$ cat src/design/nsd_pkg.sv
// ----------------------------------------------------------------------------
// NMEA sentence deframer package
// Byte class codes, queue entry type, event codes and the table of known
// sentence names shared by the front, queue and back of the deframer.
// ----------------------------------------------------------------------------
`timescale 1ns / 1ps
`default_nettype none

package nsd_pkg;

	// Class of one received byte, decided in the front.
	localparam logic [2:0] CL_OTHER  = 3'd0;
	localparam logic [2:0] CL_DOLLAR = 3'd1;
	localparam logic [2:0] CL_STAR   = 3'd2;
	localparam logic [2:0] CL_CR     = 3'd3;
	localparam logic [2:0] CL_LF     = 3'd4;
	localparam logic [2:0] CL_COMMA  = 3'd5;

	// Framing characters.
	localparam logic [7:0] CH_DOLLAR = 8'h24;
	localparam logic [7:0] CH_STAR   = 8'h2A;
	localparam logic [7:0] CH_CR     = 8'h0D;
	localparam logic [7:0] CH_LF     = 8'h0A;
	localparam logic [7:0] CH_COMMA  = 8'h2C;

	// Result event codes.
	localparam logic [2:0] EV_NONE    = 3'd0;
	localparam logic [2:0] EV_START   = 3'd1;
	localparam logic [2:0] EV_RESTART = 3'd2;
	localparam logic [2:0] EV_BYTE    = 3'd3;
	localparam logic [2:0] EV_SEP     = 3'd4;
	localparam logic [2:0] EV_ACCEPT  = 3'd5;
	localparam logic [2:0] EV_DROP    = 3'd6;
	localparam logic [2:0] EV_STRAY   = 3'd7;

	// Known sentence names, left-justified in 8 character slots.
	localparam int         KNOWN_COUNT  = 14;
	localparam logic [3:0] TYPE_UNKNOWN = 4'd14;
	localparam int         KNOWN_SLOTS  = 8;

	localparam logic [63:0] KNOWN_TEXT [KNOWN_COUNT] = '{
		{"GPGGA", 24'h0}, {"GPGLL", 24'h0}, {"GPGSA", 24'h0}, {"GPGSV", 24'h0},
		{"GPMSS", 24'h0}, {"GPRMC", 24'h0}, {"GPVTG", 24'h0}, {"GPZDA", 24'h0},
		{"PSRF140", 8'h0}, {"PSRF150", 8'h0}, {"PSRF151", 8'h0},
		{"PSRF152", 8'h0}, {"PSRF154", 8'h0}, {"PSRF155", 8'h0}
	};

	localparam logic [3:0] KNOWN_LEN [KNOWN_COUNT] = '{
		4'd5, 4'd5, 4'd5, 4'd5, 4'd5, 4'd5, 4'd5, 4'd5,
		4'd7, 4'd7, 4'd7, 4'd7, 4'd7, 4'd7
	};

	// Depth of the queue between front and back.
	localparam int QUEUE_DEPTH = 2;

	// One classified item waiting for the back.
	typedef struct packed {
		logic [2:0] cls;
		logic [7:0] data;
	} nsd_entry_t;

endpackage

`default_nettype wire

$ cat src/design/nsd_if.sv
// ----------------------------------------------------------------------------
// NMEA sentence deframer channels
// Valid/ready channels for received bytes and for deframer results.
// ----------------------------------------------------------------------------
`timescale 1ns / 1ps
`default_nettype none

interface nsd_in_if;
	logic       valid;
	logic       ready;
	logic [7:0] byte_in;

	modport source (output valid, output byte_in, input ready);
	modport sink (input valid, input byte_in, output ready);
endinterface

interface nsd_out_if;
	logic        valid;
	logic        ready;
	logic [2:0]  event_kind;
	logic [7:0]  data_byte;
	logic [4:0]  field_number;
	logic [3:0]  sentence_type;
	logic [15:0] checksum_text;

	modport source (output valid, output event_kind, output data_byte,
		output field_number, output sentence_type, output checksum_text,
		input ready);
	modport sink (input valid, input event_kind, input data_byte,
		input field_number, input sentence_type, input checksum_text,
		output ready);
endinterface

`default_nettype wire

$ cat src/design/nsd_front.sv
// ----------------------------------------------------------------------------
// NMEA deframer front
// Accepts received bytes and tags each with its framing class before it
// enters the queue.
// ----------------------------------------------------------------------------
`timescale 1ns / 1ps
`default_nettype none

module nsd_front (
	nsd_in_if.sink               in,
	input  wire logic            q_full,
	output logic                 push,
	output nsd_pkg::nsd_entry_t  push_entry
);
	import nsd_pkg::*;

	// Take an item whenever the queue has room.
	assign in.ready = !q_full;
	assign push     = in.valid && !q_full;

	// Classify the byte by its framing role.
	always_comb begin
		push_entry.data = in.byte_in;
		case (in.byte_in)
			CH_DOLLAR: push_entry.cls = CL_DOLLAR;
			CH_STAR:   push_entry.cls = CL_STAR;
			CH_CR:     push_entry.cls = CL_CR;
			CH_LF:     push_entry.cls = CL_LF;
			CH_COMMA:  push_entry.cls = CL_COMMA;
			default:   push_entry.cls = CL_OTHER;
		endcase
	end

endmodule

`default_nettype wire

$ cat src/design/nsd_queue.sv
// ----------------------------------------------------------------------------
// NMEA deframer queue
// Short first-in first-out queue of classified items between the front and
// the back.
// ----------------------------------------------------------------------------
`timescale 1ns / 1ps
`default_nettype none

module nsd_queue (
	input  wire logic                 clk,
	input  wire logic                 arst_n,
	input  wire logic                 push,
	input  wire nsd_pkg::nsd_entry_t  push_entry,
	input  wire logic                 pop,
	output logic                      full,
	output logic                      head_valid,
	output nsd_pkg::nsd_entry_t       head_entry
);
	import nsd_pkg::*;

	localparam int PW = (QUEUE_DEPTH > 1) ? $clog2(QUEUE_DEPTH) : 1;
	localparam int CW = $clog2(QUEUE_DEPTH + 1);

	nsd_entry_t    slot_q [QUEUE_DEPTH];
	logic [PW-1:0] wr_ptr_q;
	logic [PW-1:0] rd_ptr_q;
	logic [CW-1:0] count_q;

	assign full       = (count_q == CW'(QUEUE_DEPTH));
	assign head_valid = (count_q != '0);
	assign head_entry = slot_q[rd_ptr_q];

	// Entry storage.
	always_ff @(posedge clk) begin
		if (push) begin
			slot_q[wr_ptr_q] <= push_entry;
		end
	end

	// Pointers and fill count.
	always_ff @(posedge clk or negedge arst_n) begin
		if (!arst_n) begin
			wr_ptr_q <= '0;
			rd_ptr_q <= '0;
			count_q  <= '0;
		end else begin
			if (push) begin
				wr_ptr_q <= (wr_ptr_q == PW'(QUEUE_DEPTH - 1)) ? '0 : wr_ptr_q + 1'b1;
			end
			if (pop) begin
				rd_ptr_q <= (rd_ptr_q == PW'(QUEUE_DEPTH - 1)) ? '0 : rd_ptr_q + 1'b1;
			end
			if (push && !pop) begin
				count_q <= count_q + 1'b1;
			end else if (pop && !push) begin
				count_q <= count_q - 1'b1;
			end
		end
	end

endmodule

`default_nettype wire

$ cat src/design/nsd_back.sv
// ----------------------------------------------------------------------------
// NMEA deframer back
// Runs the sentence framing state machine on classified items, keeps the
// sentence name, field counter and checksum, and holds the result register.
// ----------------------------------------------------------------------------
`timescale 1ns / 1ps
`default_nettype none

module nsd_back #(
	parameter int MAX_FIELDS = 32,
	parameter int NAME_CHARS = 7
) (
	input  wire logic                 clk,
	input  wire logic                 arst_n,
	input  wire logic                 head_valid,
	input  wire nsd_pkg::nsd_entry_t  head_entry,
	output logic                      pop,
	nsd_out_if.source                 out
);
	import nsd_pkg::*;

	localparam int FIELD_TOP = ((MAX_FIELDS - 1) < 31) ? (MAX_FIELDS - 1) : 31;
	localparam int NI        = (NAME_CHARS > 1) ? $clog2(NAME_CHARS) : 1;
	localparam int NL        = $clog2(NAME_CHARS + 2);
	localparam int CMP_CHARS = (NAME_CHARS < KNOWN_SLOTS) ? NAME_CHARS : KNOWN_SLOTS;

	// Frame phases.
	localparam logic [2:0] PH_IDLE = 3'd0;
	localparam logic [2:0] PH_BODY = 3'd1;
	localparam logic [2:0] PH_CK0  = 3'd2;
	localparam logic [2:0] PH_CK1  = 3'd3;
	localparam logic [2:0] PH_CR   = 3'd4;
	localparam logic [2:0] PH_LF   = 3'd5;

	logic [2:0]    phase_q, phase_d;
	logic [7:0]    name_q [NAME_CHARS];
	logic [NL-1:0] name_len_q, name_len_d;
	logic [4:0]    field_q, field_d;
	logic [15:0]   cksum_q, cksum_d;
	logic          name_wr;

	logic          out_valid_q;
	logic [2:0]    ev_q, ev_d;
	logic [7:0]    data_q, data_d;
	logic [3:0]    type_q, type_d;
	logic [3:0]    match_type;

	// Advance whenever the result register is free or being emptied.
	assign pop = head_valid && (!out_valid_q || out.ready);

	assign out.valid         = out_valid_q;
	assign out.event_kind    = ev_q;
	assign out.data_byte     = data_q;
	assign out.field_number  = field_q;
	assign out.sentence_type = type_q;
	assign out.checksum_text = cksum_q;

	// Match the stored name against the known names, first match wins.
	always_comb begin
		logic same;
		match_type = TYPE_UNKNOWN;
		for (int k = KNOWN_COUNT - 1; k >= 0; k--) begin
			same = (int'(KNOWN_LEN[k]) <= NAME_CHARS) &&
				(int'(name_len_q) == int'(KNOWN_LEN[k]));
			for (int i = 0; i < CMP_CHARS; i++) begin
				if ((i < int'(KNOWN_LEN[k])) &&
					(name_q[i] != KNOWN_TEXT[k][63 - 8 * i -: 8])) begin
					same = 1'b0;
				end
			end
			if (same) begin
				match_type = 4'(k);
			end
		end
	end

	// Framing state machine.
	always_comb begin
		phase_d    = phase_q;
		name_len_d = name_len_q;
		field_d    = field_q;
		cksum_d    = cksum_q;
		name_wr    = 1'b0;
		ev_d       = EV_NONE;
		data_d     = 8'h00;
		type_d     = 4'd0;
		case (phase_q)
			PH_IDLE: begin
				if (head_entry.cls == CL_DOLLAR) begin
					name_len_d = '0;
					field_d    = '0;
					cksum_d    = '0;
					phase_d    = PH_BODY;
					ev_d       = EV_START;
				end else begin
					ev_d = EV_STRAY;
				end
			end
			PH_BODY: begin
				case (head_entry.cls)
					CL_DOLLAR: begin
						name_len_d = '0;
						field_d    = '0;
						cksum_d    = '0;
						ev_d       = EV_RESTART;
					end
					CL_STAR: begin
						phase_d = PH_CK0;
					end
					CL_CR, CL_LF: begin
						phase_d = PH_IDLE;
						ev_d    = EV_DROP;
					end
					CL_COMMA: begin
						if (field_q < 5'(FIELD_TOP)) begin
							field_d = field_q + 5'd1;
						end
						ev_d = EV_SEP;
					end
					default: begin
						if (field_q == 5'd0) begin
							name_wr = (int'(name_len_q) < NAME_CHARS);
							if (int'(name_len_q) <= NAME_CHARS) begin
								name_len_d = name_len_q + 1'b1;
							end
						end
						ev_d   = EV_BYTE;
						data_d = head_entry.data;
					end
				endcase
			end
			PH_CK0: begin
				cksum_d = {head_entry.data, cksum_q[7:0]};
				phase_d = PH_CK1;
			end
			PH_CK1: begin
				cksum_d = {cksum_q[15:8], head_entry.data};
				phase_d = PH_CR;
			end
			PH_CR, PH_LF: begin
				if (((phase_q == PH_CR) && (head_entry.cls == CL_CR)) ||
					((phase_q == PH_LF) && (head_entry.cls == CL_LF))) begin
					if (phase_q == PH_CR) begin
						phase_d = PH_LF;
					end else begin
						phase_d = PH_IDLE;
						ev_d    = EV_ACCEPT;
						type_d  = match_type;
					end
				end else if (head_entry.cls == CL_DOLLAR) begin
					name_len_d = '0;
					field_d    = '0;
					cksum_d    = '0;
					phase_d    = PH_BODY;
					ev_d       = EV_RESTART;
				end else begin
					phase_d = PH_IDLE;
					ev_d    = EV_DROP;
				end
			end
			default: begin
				phase_d = PH_IDLE;
			end
		endcase
	end

	// Name character storage.
	always_ff @(posedge clk) begin
		if (pop && name_wr) begin
			name_q[name_len_q[NI-1:0]] <= head_entry.data;
		end
	end

	// Sentence state and result register.
	always_ff @(posedge clk or negedge arst_n) begin
		if (!arst_n) begin
			phase_q     <= PH_IDLE;
			name_len_q  <= '0;
			field_q     <= '0;
			cksum_q     <= '0;
			out_valid_q <= 1'b0;
			ev_q        <= EV_NONE;
			data_q      <= '0;
			type_q      <= '0;
		end else begin
			if (pop) begin
				phase_q     <= phase_d;
				name_len_q  <= name_len_d;
				field_q     <= field_d;
				cksum_q     <= cksum_d;
				ev_q        <= ev_d;
				data_q      <= data_d;
				type_q      <= type_d;
				out_valid_q <= 1'b1;
			end else if (out.ready) begin
				out_valid_q <= 1'b0;
			end
		end
	end

endmodule

`default_nettype wire

$ cat src/design/nmea_sentence_deframer_unit.sv
// Results: a byte accepted at the input is stored in the queue and then in the
// result register of the back; one result per byte, always.
// Throughput: one byte per cycle while the receiver takes results; a
// two-entry queue and the result register decouple the sides.
// Reset: arst_n clears the frame phase, name length, field counter,
// checksum, queue and result valid; the unit then waits for a '$'.
// ----------------------------------------------------------------------------
// NMEA sentence deframer
// Byte-serial NMEA 0183 deframer: classifies bytes, frames sentences, splits
// fields and names the sentence type when a sentence is accepted.
// ----------------------------------------------------------------------------
`timescale 1ns / 1ps
`default_nettype none

module nmea_sentence_deframer_unit #(
	parameter int MAX_FIELDS = 32,
	parameter int NAME_CHARS = 7
) (
	input  wire logic clk,
	input  wire logic arst_n,
	nsd_in_if.sink    in,
	nsd_out_if.source out
);
	import nsd_pkg::*;

	logic       push;
	logic       pop;
	logic       q_full;
	logic       head_valid;
	nsd_entry_t push_entry;
	nsd_entry_t head_entry;

	// Byte intake and classification.
	nsd_front u_front (
		.in         (in),
		.q_full     (q_full),
		.push       (push),
		.push_entry (push_entry)
	);

	// Decoupling queue.
	nsd_queue u_queue (
		.clk        (clk),
		.arst_n     (arst_n),
		.push       (push),
		.push_entry (push_entry),
		.pop        (pop),
		.full       (q_full),
		.head_valid (head_valid),
		.head_entry (head_entry)
	);

	// Framing state machine and result register.
	nsd_back #(
		.MAX_FIELDS (MAX_FIELDS),
		.NAME_CHARS (NAME_CHARS)
	) u_back (
		.clk        (clk),
		.arst_n     (arst_n),
		.head_valid (head_valid),
		.head_entry (head_entry),
		.pop        (pop),
		.out        (out)
	);

endmodule

`default_nettype wire

$ cat src/flat_wrapper.sv
// flat-port wrapper written by rule: the top's interface ports become plain ports
module nmea_sentence_deframer_unit_flat import nsd_pkg::*;
#(
	parameter int MAX_FIELDS = 32,
	parameter int NAME_CHARS = 7
)
  (clk, arst_n, in_valid, in_byte_in, in_ready, out_valid, out_event_kind, out_data_byte, out_field_number, out_sentence_type, out_checksum_text, out_ready);
  nsd_in_if in_i ();
  nsd_out_if out_i ();
  input  wire logic clk;
  input  wire logic arst_n;
  input wire logic [$bits(in_i.valid)-1:0] in_valid;
  input wire logic [$bits(in_i.byte_in)-1:0] in_byte_in;
  output wire logic [$bits(in_i.ready)-1:0] in_ready;
  output wire logic [$bits(out_i.valid)-1:0] out_valid;
  output wire logic [$bits(out_i.event_kind)-1:0] out_event_kind;
  output wire logic [$bits(out_i.data_byte)-1:0] out_data_byte;
  output wire logic [$bits(out_i.field_number)-1:0] out_field_number;
  output wire logic [$bits(out_i.sentence_type)-1:0] out_sentence_type;
  output wire logic [$bits(out_i.checksum_text)-1:0] out_checksum_text;
  input wire logic [$bits(out_i.ready)-1:0] out_ready;
  assign in_i.valid = in_valid;
  assign in_i.byte_in = in_byte_in;
  assign in_ready = in_i.ready;
  assign out_valid = out_i.valid;
  assign out_event_kind = out_i.event_kind;
  assign out_data_byte = out_i.data_byte;
  assign out_field_number = out_i.field_number;
  assign out_sentence_type = out_i.sentence_type;
  assign out_checksum_text = out_i.checksum_text;
  assign out_i.ready = out_ready;
  nmea_sentence_deframer_unit #(.MAX_FIELDS(MAX_FIELDS), .NAME_CHARS(NAME_CHARS)) u_core (.clk(clk), .arst_n(arst_n), .in(in_i), .out(out_i));
endmodule
$ cat config.mk
export PLATFORM = sky130hd
export DESIGN_NAME = nmea_sentence_deframer_unit_flat
export DESIGN_NICKNAME = d
export VERILOG_FILES = /design/src/design/nsd_pkg.sv /design/src/design/nsd_if.sv /design/src/design/nsd_front.sv /design/src/design/nsd_queue.sv /design/src/design/nsd_back.sv /design/src/design/nmea_sentence_deframer_unit.sv /design/src/flat_wrapper.sv
export SDC_FILE = /design/constraint.sdc
export NUM_CORES = 1
export LEC_CHECK = 0
export ABC_AREA = 1
export BUFFER_PORTS_ARGS = -buffer_cell sky130_fd_sc_hd__buf_2
export CAP_MARGIN = 10
export CORE_MARGIN = 5
export CORE_UTILIZATION = 60
export DETAILED_ROUTE_END_ITERATION = 10
export HOLD_SLACK_MARGIN = 0.1
export PLACE_DENSITY_LB_ADDON = 0.3
export SYNTH_ARGS = -nofsm -noshare
export SYNTH_HDL_FRONTEND = slang
export SYNTH_SLANG_ARGS = --single-unit
$ cat constraint.sdc
create_clock -name clk -period 5.8 [get_ports clk]
set_clock_uncertainty 0.05 [all_clocks]
set_input_delay 1.16 -clock clk [delete_from_list [all_inputs] [get_ports clk]]
set_output_delay 1.16 -clock clk [all_outputs]
set_load 0.01 [all_outputs]
==> metrics.txt <==
DP Wirelength=8500 um; Final setup viols=0; clock-pin slew on the worst setup and hold paths=0.06 ns; Design Area, Final=6640 um2; Clock Tree Root=clkbuf_8; actual slew at the worst max-slew pin=1.04 ns; Sink Count=126; layout cells sized above 1=20.6%; sequential area share after synthesis=61.7%; CTS tree=done; Tcrit/Tclk final=51.8%; Max VDD drop=0.000374 V; Post-synth ARST share=38.1%; Post-Syn Nets=583; Layout fillers=684; EDFF count, synth=78; Core ar.=9280 um2; fin. max-slew vios=0; Yosys warning count=0; initial antenna violation count=0; pwr dens=492 nW/um2; Area after DPL=6090 um2; Num CTS Buffers=17; critical path endpoint category=flip-flop; Mapped Area=5740 um2; first-pass GRT wire length=20100 um; DR pass1 iterations=5; met3 Use GR=4.74%; R2R Setup Slk=2.80 ns; GR Layer Usage met1=26.8%; Tmin final=3.00 ns; Via Count=4233; critical path type=reg -> reg; n_diodes=0; grt ovf=0; number of global-route vias before repair=4191; CTS H-Tree Depth=4; HP Class=reg -> reg; Worst Hold Depth=2; largest net degree at the start of global routing=49; RSZ-0062 raised after global routing=false; DRC viols=0; Initial Util=61.8%; final hold vios=0; Starting DRT DRC Count=366; CP startpoint kind=flip-flop; Max Cap Viol=0; Setup crit start=u_core.u_queue.rd_ptr_q; I/O pins=50; most common flop cell mapped by yosys=edfxtp_1; WL per Instance=15.9 um; busiest grt layer=met2; GRT Total Usage=22.7%; count of cell types in the netlist=40; most frequent cells in the layout=nand2_1, edfxtp_1, inv_1, nor2_1, buf_2; CP required=5.87 ns; number of synthesized register bits=126; clk_lat worst skew=0.51 ns; area delta synth->final=15.6%; Worst EP arrival=3.08 ns; vias per cell=5.50; CTS max path bufs=2; status=finished, final reports clean; most common cell after layout, fill and taps aside=nand2_1; Max Clk Rate=333 MHz; routability congestion estimate=0.958; Die Height=108 um; Detailed Route WL=12200 um; Crit Reg-Reg Endpoint=u_core.u_back.name_q[1][0]; post-CTS setup buffer count=0; # rows=35; DIE AREA=11600 um2; die width=108 um; met2 Resource Use GR=40.5%; r2r startpoint=u_core.u_queue.rd_ptr_q; hold-fix buffer count after cts=0; fin nets=644; ANT nets after route=0; synthesized instance count=566; post_cts resized=0; crit-path max FO=13; Leakage=2.82 nW; CP endpoint=u_core.u_back.name_q[1][0]; port buffer count=49; Setup TNS=0 ns; Mapped Avg Cell Area=10.1 um2; R2R cell count=8; Slew headroom=30.1%
## registers in the layout (all words and copies together) (netlist names)
name and flops:
u_core.u_back.name_len_q 4, u_core.u_queue.rd_ptr_q 1, u_core.u_back.out.checksum_text 16, u_core.u_queue.count_q 2, u_core.u_back.out.data_byte 8, u_core.u_back.out.sentence_type 4
u_core.u_back.phase_q 3, u_core.u_back.out.valid 1, u_core.u_back.out.field_number 5, u_core.u_queue.slot_q 22, u_core.u_queue.wr_ptr_q 1, u_core.u_back.name_q 56
u_core.u_back.out.event_kind 3
## cell type report
class | count | area [um2] | share of cell area [%]
clock buffer | 18 | 418 | 6.30
clock inverter | 14 | 111 | 1.68
sequential | 126 | 3540 | 53.4
multi-input combinational | 347 | 1820 | 27.4
timing repair buffer | 50 | 265 | 4.00
inverter | 85 | 319 | 4.81
tap | 129 | 161 | 2.43
## how the worst min path moves through the flow
stage                                                  start                            endpoint
final                     u_core.u_back.out.sentence_type[3]  u_core.u_back.out.sentence_type[3]
after global routing      u_core.u_back.out.sentence_type[3]  u_core.u_back.out.sentence_type[3]
after CTS                 u_core.u_back.out.sentence_type[3]  u_core.u_back.out.sentence_type[3]
after detailed placement  u_core.u_back.out.sentence_type[3]  u_core.u_back.out.sentence_type[3]
after global placement       u_core.u_back.out.event_kind[2]     u_core.u_back.out.event_kind[2]
after floorplan                    u_core.u_queue.count_q[0]           u_core.u_queue.count_q[0]
## cell usage after synthesis, types with 4 or more instances
cell type / instances / share of area (%)
o31ai_1: 9 / 1.2
nand3_1: 43 / 3.7
inv_2: 15 / 0.98
inv_1: 70 / 4.6
nand2_1: 85 / 5.6
a21oi_1: 6 / 0.52
nand4_1: 11 / 1.2
dfrtp_1: 48 / 21
or2_2: 10 / 1.1
nor2_1: 61 / 4.0
nor3_1: 24 / 2.1
edfxtp_1: 78 / 41
o21ai_1: 23 / 2.0
nand2_2: 7 / 0.76
nor4_1: 9 / 0.98
o21ai_0: 18 / 1.6
ha_1: 5 / 1.1
o21ai_2: 4 / 0.61
## per-layer routing
layer	up-vias	routed length (um)	part of all wire, %
met3	21	680	5.6
li1	2047	-	-
met5	-	0	0
met1	2017	4860	40
met2	148	6460	53
met4	0	200	1.6
## worst max-delay path, cell delays in order, from the launching register on
cell,delay (ns)
dfrtp_1,0.59
inv_2,0.20
o21ai_4,0.25
inv_2,0.05
nand2_2,0.09
nand3_1,0.10
nor3_1,0.30
nand2_1,0.17
nor3_1,0.82
## per-stage QoR
| stage | power [mW] | hold slack (ns) | std cells | worst slack (ns) | util [%] |
|---|---|---|---|---|---|
| after global routing | 3.45 | 0.468 | 769 | 2.52 | 71.5 |
| final | 3.26 | 0.425 | 769 | 2.80 | 71.5 |
| after detailed placement | 2.33 | 0.414 | 736 | 2.44 | 65.6 |
| after CTS | 3.28 | 0.432 | 768 | 2.78 | 71.3 |
| after floorplan | 2.02 | 0.416 | 566 | 2.96 | - |
| after global placement | 2.29 | 0.410 | 736 | 2.56 | 65.6 |
## cell families after synthesis
group | after synthesis | synth area share [%]
xor gates and xnor gates | 3 | 0.458
adders and majority gates | 5 | 1.09
and+or+nand+nor | 265 | 22.0
AOI/OAI and AO/OA | 74 | 8.13
buffers and inverters | 93 | 6.61
DFF | 126 | 61.7
## where the power goes
group / switching (mW) / leakage, nW / internal, mW
clock: 0.405 / 0.247 / 0.531
combinational: 0.699 / 1.23 / 0.301
sequential: 0.119 / 1.34 / 1.21
total: 1.22 / 2.82 / 2.04
Note: power is estimated with default switching activity, not from simulation.
